**config.mk**
```make
export PLATFORM = sky130hd
export DESIGN_NAME = morse_key_decoder
export DESIGN_NICKNAME = d
export VERILOG_FILES = /design/src/hw/rtl/mkd_pkg.sv /design/src/hw/rtl/mkd_char_rom.sv /design/src/hw/rtl/morse_key_decoder.sv
export SDC_FILE = /design/constraint.sdc
export NUM_CORES = 1
export LEC_CHECK = 0
export BUFFER_PORTS_ARGS = -buffer_cell sky130_fd_sc_hd__buf_2
export CORE_AREA = 2 2 131 133
export DETAILED_ROUTE_END_ITERATION = 6
export DIE_AREA = 0 0 133 135
export GPL_TIMING_DRIVEN = 0
export PLACE_DENSITY_LB_ADDON = 0.12
export SYNTH_ARGS = -nofsm -noshare
export SYNTH_HDL_FRONTEND = slang
export SYNTH_HIERARCHICAL = 1
export SYNTH_SLANG_ARGS = --single-unit
```
**constraint.sdc**
```tcl
create_clock -name clk -period 3.15 [get_ports clk]
set_input_delay 0.1575 -clock clk [delete_from_list [all_inputs] [get_ports clk]]
set_output_delay 0.1575 -clock clk [all_outputs]
set_load 0.1 [all_outputs]
```
**src/hw/rtl/mkd_pkg.sv**
```systemverilog
// Morse key decoder package: configuration record, register indexes and
// character codes shared by the decoder top level and its character ROM.
// No dependencies.
package mkd_pkg;

  localparam int CODE_W = 7;
  localparam int PAT_W = 7;
  localparam int ROM_COUNT_W = 4;
  localparam int TICK_W = 16;
  localparam int LIMIT_W = 15;
  localparam int CFG_INDEX_W = 3;
  localparam int CFG_DATA_W = 16;

  typedef logic [CODE_W-1:0] code_t;

  typedef enum logic [CFG_INDEX_W-1:0] {
    REG_DECODE_ENABLE = 3'd0,
    REG_AUTO_SPACE    = 3'd1,
    REG_DOT_LIMIT     = 3'd2,
    REG_LONG_LIMIT    = 3'd3,
    REG_CHAR_GAP      = 3'd4
  } reg_index_t;

  typedef struct packed {
    logic               decode_enable;
    logic               auto_space;
    logic [LIMIT_W-1:0] dot_limit;
    logic [LIMIT_W-1:0] long_limit;
    logic [TICK_W-1:0]  char_gap;
  } cfg_t;

  localparam cfg_t CFG_RESET = '{
    decode_enable: 1'b1,
    auto_space:    1'b1,
    dot_limit:     15'd200,
    long_limit:    15'd1000,
    char_gap:      16'd400
  };

  localparam code_t CODE_NONE    = 7'h00;
  localparam code_t CODE_NEWLINE = 7'h0A;
  localparam code_t CODE_SPACE   = 7'h20;

endpackage

```
**src/hw/rtl/mkd_char_rom.sv**
```systemverilog
// Morse key decoder character ROM: maps an element pattern (first element
// most significant, 1 = dash) and its length to ASCII, or to no character.
// Depends on mkd_pkg.
module mkd_char_rom (
  input  logic [mkd_pkg::ROM_COUNT_W-1:0] count,
  input  logic [mkd_pkg::PAT_W-1:0]       pattern,
  output mkd_pkg::code_t                  code
);

  logic [mkd_pkg::PAT_W-1:0] mask;
  logic [mkd_pkg::PAT_W-1:0] masked;

  always_comb begin
    mask = ~({mkd_pkg::PAT_W{1'b1}} << count[2:0]);
    masked = pattern & mask;
  end

  always_comb begin
    code = mkd_pkg::CODE_NONE;
    if (count[3] == 1'b0) begin
      case ({count[2:0], masked})
        {3'd2, 7'(2'b01)}:      code = 7'h41;
        {3'd4, 7'(4'b1000)}:    code = 7'h42;
        {3'd4, 7'(4'b1010)}:    code = 7'h43;
        {3'd3, 7'(3'b100)}:     code = 7'h44;
        {3'd1, 7'(1'b0)}:       code = 7'h45;
        {3'd4, 7'(4'b0010)}:    code = 7'h46;
        {3'd3, 7'(3'b110)}:     code = 7'h47;
        {3'd4, 7'(4'b0000)}:    code = 7'h48;
        {3'd2, 7'(2'b00)}:      code = 7'h49;
        {3'd4, 7'(4'b0111)}:    code = 7'h4A;
        {3'd3, 7'(3'b101)}:     code = 7'h4B;
        {3'd4, 7'(4'b0100)}:    code = 7'h4C;
        {3'd2, 7'(2'b11)}:      code = 7'h4D;
        {3'd2, 7'(2'b10)}:      code = 7'h4E;
        {3'd3, 7'(3'b111)}:     code = 7'h4F;
        {3'd4, 7'(4'b0110)}:    code = 7'h50;
        {3'd4, 7'(4'b1101)}:    code = 7'h51;
        {3'd3, 7'(3'b010)}:     code = 7'h52;
        {3'd3, 7'(3'b000)}:     code = 7'h53;
        {3'd1, 7'(1'b1)}:       code = 7'h54;
        {3'd3, 7'(3'b001)}:     code = 7'h55;
        {3'd4, 7'(4'b0001)}:    code = 7'h56;
        {3'd3, 7'(3'b011)}:     code = 7'h57;
        {3'd4, 7'(4'b1001)}:    code = 7'h58;
        {3'd4, 7'(4'b1011)}:    code = 7'h59;
        {3'd4, 7'(4'b1100)}:    code = 7'h5A;
        {3'd5, 7'(5'b11111)}:   code = 7'h30;
        {3'd5, 7'(5'b01111)}:   code = 7'h31;
        {3'd5, 7'(5'b00111)}:   code = 7'h32;
        {3'd5, 7'(5'b00011)}:   code = 7'h33;
        {3'd5, 7'(5'b00001)}:   code = 7'h34;
        {3'd5, 7'(5'b00000)}:   code = 7'h35;
        {3'd5, 7'(5'b10000)}:   code = 7'h36;
        {3'd5, 7'(5'b11000)}:   code = 7'h37;
        {3'd5, 7'(5'b11100)}:   code = 7'h38;
        {3'd5, 7'(5'b11110)}:   code = 7'h39;
        {3'd6, 7'(6'b010101)}:  code = 7'h2E;
        {3'd6, 7'(6'b110011)}:  code = 7'h2C;
        {3'd6, 7'(6'b001100)}:  code = 7'h3F;
        {3'd6, 7'(6'b011110)}:  code = 7'h27;
        {3'd6, 7'(6'b101011)}:  code = 7'h21;
        {3'd5, 7'(5'b10010)}:   code = 7'h2F;
        {3'd5, 7'(5'b10110)}:   code = 7'h28;
        {3'd6, 7'(6'b101101)}:  code = 7'h29;
        {3'd5, 7'(5'b01000)}:   code = 7'h26;
        {3'd6, 7'(6'b111000)}:  code = 7'h3A;
        {3'd6, 7'(6'b101010)}:  code = 7'h3B;
        {3'd5, 7'(5'b10001)}:   code = 7'h3D;
        {3'd5, 7'(5'b01010)}:   code = 7'h2B;
        {3'd6, 7'(6'b100001)}:  code = 7'h2D;
        {3'd6, 7'(6'b001101)}:  code = 7'h5F;
        {3'd6, 7'(6'b010010)}:  code = 7'h22;
        {3'd7, 7'b0001001}:     code = 7'h24;
        {3'd6, 7'(6'b011010)}:  code = 7'h40;
        default:                code = mkd_pkg::CODE_NONE;
      endcase
    end
  end

endmodule

```
**src/hw/rtl/morse_key_decoder.sv**
```systemverilog
// Morse key decoder top level: tick input register, timing and pattern
// state, result register and configuration registers.
// Depends on mkd_pkg and mkd_char_rom.

// One key sample (tick) enters per word on the input channel; a tick can be
// accepted every clock cycle unless the output stalls, and a character it
// produces is offered on the output channel. The only latency is the
// input register followed by the result register; a stalled output holds one
// character while the next tick waits in the input register. Press and
// release runs are timed in ticks, not clock cycles. Configuration writes are
// taken at any time and act on the next tick; no clearing pass follows reset.
module morse_key_decoder #(
  parameter int MAX_ELEMENTS = 8
) (
  input  logic                             clk,
  input  logic                             rst,
  input  logic                             cfg_write,
  input  logic [mkd_pkg::CFG_INDEX_W-1:0]  cfg_index,
  input  logic [mkd_pkg::CFG_DATA_W-1:0]   cfg_data,
  input  logic                             in_valid,
  output logic                             in_stall,
  input  logic                             key_down,
  output logic                             out_valid,
  input  logic                             out_stall,
  output logic [mkd_pkg::CODE_W-1:0]       char_code
);

  localparam int CountW = $clog2(MAX_ELEMENTS + 1);
  localparam int RomCountW = mkd_pkg::ROM_COUNT_W;
  localparam int TickW = mkd_pkg::TICK_W;
  localparam int WideW = MAX_ELEMENTS + mkd_pkg::PAT_W;

  mkd_pkg::cfg_t cfg;

  logic in_full;
  logic in_key;
  logic advance;

  logic                    prev_level;
  logic [TickW-1:0]        press_ticks;
  logic [TickW-1:0]        release_ticks;
  logic                    space_pending;
  logic [MAX_ELEMENTS-1:0] elements;
  logic [CountW-1:0]       element_count;

  logic                    prev_level_next;
  logic [TickW-1:0]        press_ticks_next;
  logic [TickW-1:0]        release_ticks_next;
  logic                    space_pending_next;
  logic [MAX_ELEMENTS-1:0] elements_next;
  logic [CountW-1:0]       element_count_next;
  logic                    emit;
  mkd_pkg::code_t          emit_code;

  logic [TickW-1:0]        press_inc;
  logic [TickW-1:0]        release_inc;
  logic [TickW:0]          long_x3;
  logic [CountW-1:0]       count_app;
  logic [WideW-1:0]        elem_wide;
  mkd_pkg::code_t          rom_code;

  always_ff @(posedge clk) begin
    if (rst) begin
      cfg <= mkd_pkg::CFG_RESET;
    end else if (cfg_write) begin
      case (cfg_index)
        mkd_pkg::REG_DECODE_ENABLE: cfg.decode_enable <= cfg_data[0];
        mkd_pkg::REG_AUTO_SPACE:    cfg.auto_space <= cfg_data[0];
        mkd_pkg::REG_DOT_LIMIT:     cfg.dot_limit <= cfg_data[mkd_pkg::LIMIT_W-1:0];
        mkd_pkg::REG_LONG_LIMIT:    cfg.long_limit <= cfg_data[mkd_pkg::LIMIT_W-1:0];
        mkd_pkg::REG_CHAR_GAP:      cfg.char_gap <= cfg_data;
        default: ;
      endcase
    end
  end

  assign advance = in_full && (!out_valid || !out_stall);
  assign in_stall = in_full && !advance;

  always_ff @(posedge clk) begin
    if (rst) begin
      in_full <= 1'b0;
    end else if (in_valid && !in_stall) begin
      in_full <= 1'b1;
    end else if (advance) begin
      in_full <= 1'b0;
    end
  end

  always_ff @(posedge clk) begin
    if (in_valid && !in_stall) begin
      in_key <= key_down;
    end
  end

  assign elem_wide = WideW'(elements);

  mkd_char_rom u_rom (
    .count   (RomCountW'(element_count)),
    .pattern (elem_wide[mkd_pkg::PAT_W-1:0]),
    .code    (rom_code)
  );

  always_comb begin
    press_inc = (press_ticks == {TickW{1'b1}}) ? press_ticks : press_ticks + 1'b1;
    release_inc = (release_ticks == {TickW{1'b1}}) ? release_ticks : release_ticks + 1'b1;
    long_x3 = {1'b0, 1'b0, cfg.long_limit} + {1'b0, cfg.long_limit, 1'b0};
  end

  always_comb begin
    prev_level_next = prev_level;
    press_ticks_next = press_ticks;
    release_ticks_next = release_ticks;
    space_pending_next = space_pending;
    elements_next = elements;
    element_count_next = element_count;
    count_app = element_count;
    emit = 1'b0;
    emit_code = mkd_pkg::CODE_NONE;
    if (cfg.decode_enable) begin
      if (in_key) begin
        if (!prev_level) begin
          prev_level_next = 1'b1;
          press_ticks_next = '0;
          release_ticks_next = '0;
        end else begin
          press_ticks_next = press_inc;
          if (press_inc == {1'b0, cfg.long_limit}) begin
            element_count_next = '0;
            emit = 1'b1;
            emit_code = mkd_pkg::CODE_NEWLINE;
          end
        end
      end else if (prev_level) begin
        prev_level_next = 1'b0;
        release_ticks_next = '0;
        space_pending_next = 1'b1;
      end else begin
        release_ticks_next = release_inc;
        if (release_inc == TickW'(1)) begin
          if (press_ticks != '0) begin
            if (press_ticks < {1'b0, cfg.dot_limit}) begin
              elements_next = {elements[MAX_ELEMENTS-2:0], 1'b0};
              count_app = element_count + 1'b1;
            end else if (press_ticks < {1'b0, cfg.long_limit}) begin
              elements_next = {elements[MAX_ELEMENTS-2:0], 1'b1};
              count_app = element_count + 1'b1;
            end
          end
          element_count_next = (count_app >= CountW'(MAX_ELEMENTS)) ? '0 : count_app;
        end else if (release_inc == cfg.char_gap && element_count != '0) begin
          element_count_next = '0;
          if (rom_code != mkd_pkg::CODE_NONE) begin
            emit = 1'b1;
            emit_code = rom_code;
          end
        end else if ({1'b0, release_inc} == long_x3 && cfg.auto_space && space_pending) begin
          space_pending_next = 1'b0;
          emit = 1'b1;
          emit_code = mkd_pkg::CODE_SPACE;
        end
      end
    end
  end

  always_ff @(posedge clk) begin
    if (rst) begin
      prev_level <= 1'b0;
      press_ticks <= '0;
      release_ticks <= '0;
      space_pending <= 1'b0;
      element_count <= '0;
    end else if (advance) begin
      prev_level <= prev_level_next;
      press_ticks <= press_ticks_next;
      release_ticks <= release_ticks_next;
      space_pending <= space_pending_next;
      element_count <= element_count_next;
    end
  end

  always_ff @(posedge clk) begin
    if (advance) begin
      elements <= elements_next;
    end
  end

  always_ff @(posedge clk) begin
    if (rst) begin
      out_valid <= 1'b0;
    end else if (advance && emit) begin
      out_valid <= 1'b1;
    end else if (!out_stall) begin
      out_valid <= 1'b0;
    end
  end

  always_ff @(posedge clk) begin
    if (advance && emit) begin
      char_code <= emit_code;
    end
  end

`ifndef SYNTHESIS
  assert property (@(posedge clk) disable iff (rst)
    element_count < CountW'(MAX_ELEMENTS))
    else $error("element count reached buffer depth");

  assert property (@(posedge clk) disable iff (rst)
    advance && emit && emit_code == mkd_pkg::CODE_NEWLINE |=> element_count == '0)
    else $error("pattern not cleared after newline");

  assert property (@(posedge clk) disable iff (rst)
    $rose(out_valid) |-> $past(advance))
    else $error("result appeared without a tick");
`endif

endmodule
```
==> impl_summary.txt <==
----------------------------------------------------
[Setup path]
  Highest net fanout along the worst path ... 7
  Worst reg2reg endpoint ... char_code[0]
  Element type at the critical path start ... flip-flop
  Worst-case register-to-register setup slack ... -0.33 ns
  Reg2Reg Launch Point ... release_ticks[1]
  Count of cells along the worst register-to-register path ... 12
  Data arrival time of the critical path ... 3.51 ns
  Crit Path Category ... reg -> reg
  Worst Setup End Kind ... flip-flop
  Crit path required time ... 3.19 ns

[Min path]
  Worst min-delay path class ... in -> reg
  Endpoint of the worst hold-timing path ... in_full
  Hold Startpoint ... in_valid
  Number of cells on the worst hold path ... 2

[Synth]
  Sequential share of the synthesized area ... 0.242
  Most numerous cell types in the synthesized netlist ... 158 x sky130_fd_sc_hd__nand2_1, 96 x sky130_fd_sc_hd__a21oi_1, 95 x sky130_fd_sc_hd__nor2_1, 88 x sky130_fd_sc_hd__dfxtp_1, 59 x sky130_fd_sc_hd__o21ai_0
  Top cell type's share of synthesized area ... 0.193
  Avg Inst Size Synth ... 7.44 sq um
  EDFF count, synth ... 15
  Cell taking the most area after synthesis ... sky130_fd_sc_hd__dfxtp_1
  Top post-synthesis cells by area ... sky130_fd_sc_hd__dfxtp_1 19%, sky130_fd_sc_hd__ha_1 6.7%, sky130_fd_sc_hd__nand2_1 6.5%
  Post-synthesis net count ... 1303
  Async S/R FF share, synth ... 0
  Synth Instances ... 1228
  Synth Cell Area ... 0.00914 sq mm
  Count of warnings emitted by yosys ... 6
  Synthesized flop and latch total ... 103
  Cell with the most instances after synthesis ... sky130_fd_sc_hd__nand2_1
  Distinct cell type count after synthesis ... 93
  Primary FF master, synth ... sky130_fd_sc_hd__dfxtp_1

[Clock network]
  Max Buffers Root-to-Sink ... 2
  Number of clock sinks ... 103
  Root buffer selected by CTS ... sky130_fd_sc_hd__clkbuf_16
  Clock tree from TritonCTS ... built
  Total clock buffers created by CTS ... 9
  Clock Latency Late Sink ... 0.37 ns
  Number of levels the H-tree was split into ... 3
  CTS clk-pin slew, worst paths ... 0.09 ns

[Placement]
  Count of input and output buffers ... 32
  Last weighted congestion value of the routability-driven placer ... 1.01
  Sum of net half-perimeters after detailed placement ... 23800 um
  Dpl cell area ... 0.00960 sq mm

[Finish]
  Ratio of cells with drive above 1 in the final layout ... 0.228
  Core utilization of the finished layout ... 0.678
  NumNets Final ... 1410
  Area Growth Syn to Fin ... 21.7%
  Design area ... 0.0111 sq mm
  Antenna cell count ... 0
  Layout filler cell count ... 1366

[STA]
  Tcrit/Tclk final ... 1.10
  RSZ-0062 raised after global routing ... yes
  Minimum period implied by the final worst setup slack ... 3.48 ns
  Post-layout worst setup margin ... -0.326 ns
  Final clock skew ... 0.0126 ns
  Number of endpoints failing setup at the final stage ... 27
  Worst relative slew slack ... 0.409
  Pins over their slew limit ... 0
  Fin Setup TNS ... -4.13 ns
  Final hold vios ... 0
  Transition time of the tightest slew-check pin ... 0.884 ns
  Maximum frequency from static timing analysis ... 288 MHz

[Power and ir drop]
  Leak Pwr ... 4.19 nW
  Worst vdd rail ir drop ... 0.000265 V
  Total power per unit cell area ... 258 mW/mm^2
  Power, Total ... 0.00287 W

[Floorplanning]
  Initial Utilization ... 0.557
  Ports ... 34
  Number of placement rows ... 47
  Die Height ... 135 um
  Core region area ... 0.0164 sq mm
  Floorplan die area ... 0.0180 sq mm
  Die Span X ... 133 um

[Global route]
  Total Routing Usage GR ... 0.365
  First-pass GRT wire length ... 51700 um
  Via count of the first global-routing pass ... 9501
  Total gr overflow ... 0
  Initial antenna violation count ... 0
  Pin count of the biggest net entering global routing ... 22

[Outcome]
  Violations in the final reports ... setup timing
  Outcome ... complete, but fails checks

[Flow run]
  Maximum Capacitance Violations ... 0

[Routing]
  First-iteration detailed-routing DRC count ... 1269
  Routed WL per cell ... 21.3 um
  Antenna Nets Post-Route ... 0
  Vias post-DR ... 10.4k
  DRC violations left ... 0
  1st-pass router iterations ... 7
  Per-cell via count in the routed design ... 6.64
  Routed wire length ... 33300 um

----------------------------------------------------
==> placed cells by master, fill, tap and decap left out, drive strengths merged, types with 20 or more instances in the layout <==
cell type	n
buf	130
a21oi	96
and3	20
xnor2	32
nand3	45
nor2	97
nand2	158
nor3	46
a31oi	20
dfxtp	88
nand4	29
o21ai	61
ha	49
and2	21
nor2b	23
inv	53
clkbuf	53
==> worst max path at each step <==
stage                      start            to  slack, ns  cells past startpoint
2_1_floorplan   release_ticks[1]  char_code[0]      0.003                     12
3_3_place_gp   release_ticks[15]  char_code[6]      -1.21                     12
3_5_place_dp   release_ticks[15]  char_code[4]      -1.15                     12
4_1_cts                  cfg[17]  char_code[4]      -0.21                     13
5_1_grt                  cfg[17]  char_code[4]      -0.36                     13
6_report        release_ticks[1]  char_code[0]      -0.33                     12
==> where the power goes <==
group / internal [W] / total [W] / switching [W]
logic: 0.000129 / 0.000334 / 0.000205
registers: 0.00134 / 0.00137 / 0.0000258
clock network: 0.000574 / 0.00117 / 0.000594
==> area by class of cell <==
type	instances	area, sq um	share of cell area
clock buffer	9	225	0.0203
clock inverter	7	86.3	0.00776
timing repair buffer	103	724	0.0652
inverter	50	188	0.0169
tap	220	275	0.0248
multi-input combinational	996	6920	0.622
sequential	103	2260	0.203
buffer	72	444	0.0399
==> registers in the layout, summed over array words and instances, names as in the netlist <==
register / cells
out_valid: 1
prev_level: 1
in_full: 1
release_ticks: 16
press_ticks: 16
space_pending: 1
element_count: 4
char_code: 7
elements: 7
cfg: 48
in_key: 1
==> routing by layer <==
layer  vias up  GRT usage  part of all wire
met5         -          0                 0
met4         0      0.179             0.051
met3       156     0.0676             0.093
met2       663      0.597              0.46
met1      4783      0.465              0.40
li1       4749          -                 -
==> cells by family after synthesis <==
logic type	Yosys count	share of synthesized area
AND/OR/NAND/NOR	557	0.323
adder cells (fa/ha/maj)	50	0.0693
buffers and inverters	129	0.0616
multiplexers	17	0.0212
AO/OA/AOI/OAI	322	0.233
flip-flops	103	0.242
XOR/XNOR	50	0.0494
==> worst max-delay path, stage by stage, from the launching register on <==
cell,delay (ns)
sky130_fd_sc_hd__dfxtp_2,0.37
sky130_fd_sc_hd__ha_4,0.14
sky130_fd_sc_hd__and4_1,0.20
sky130_fd_sc_hd__buf_6,0.13
sky130_fd_sc_hd__and3_1,0.21
sky130_fd_sc_hd__and2_4,0.19
sky130_fd_sc_hd__nor3_1,0.06
sky130_fd_sc_hd__or4_4,0.53
sky130_fd_sc_hd__nor4_4,0.40
sky130_fd_sc_hd__nand3_2,0.16
sky130_fd_sc_hd__or2_0,0.23
sky130_fd_sc_hd__a21o_1,0.20
sky130_fd_sc_hd__a21oi_4,0.30
==> timing repair <==
action | in CTS | in global routing
pin swaps | 44 | 22
setup endpoints to repair | 27 | 27
hold buffers | 1 | 0
gates cloned | 1 | 0
gates resized for setup | 135 | 59
setup buffers | 49 | 23
endpoints found under the hold margin | 1 | 0
==> per-stage QoR <==
stage,cells,hold WS (ns),setup WS [ns]
floorplan,1228,0.256,0.00321
finish,1560,0.0219,-0.326
detailed placement,1480,0.336,-1.15
CTS,1540,0.0102,-0.214
global route,1560,0.0256,-0.359
global placement,1480,0.334,-1.21
(Power assumes the default switching activity.)
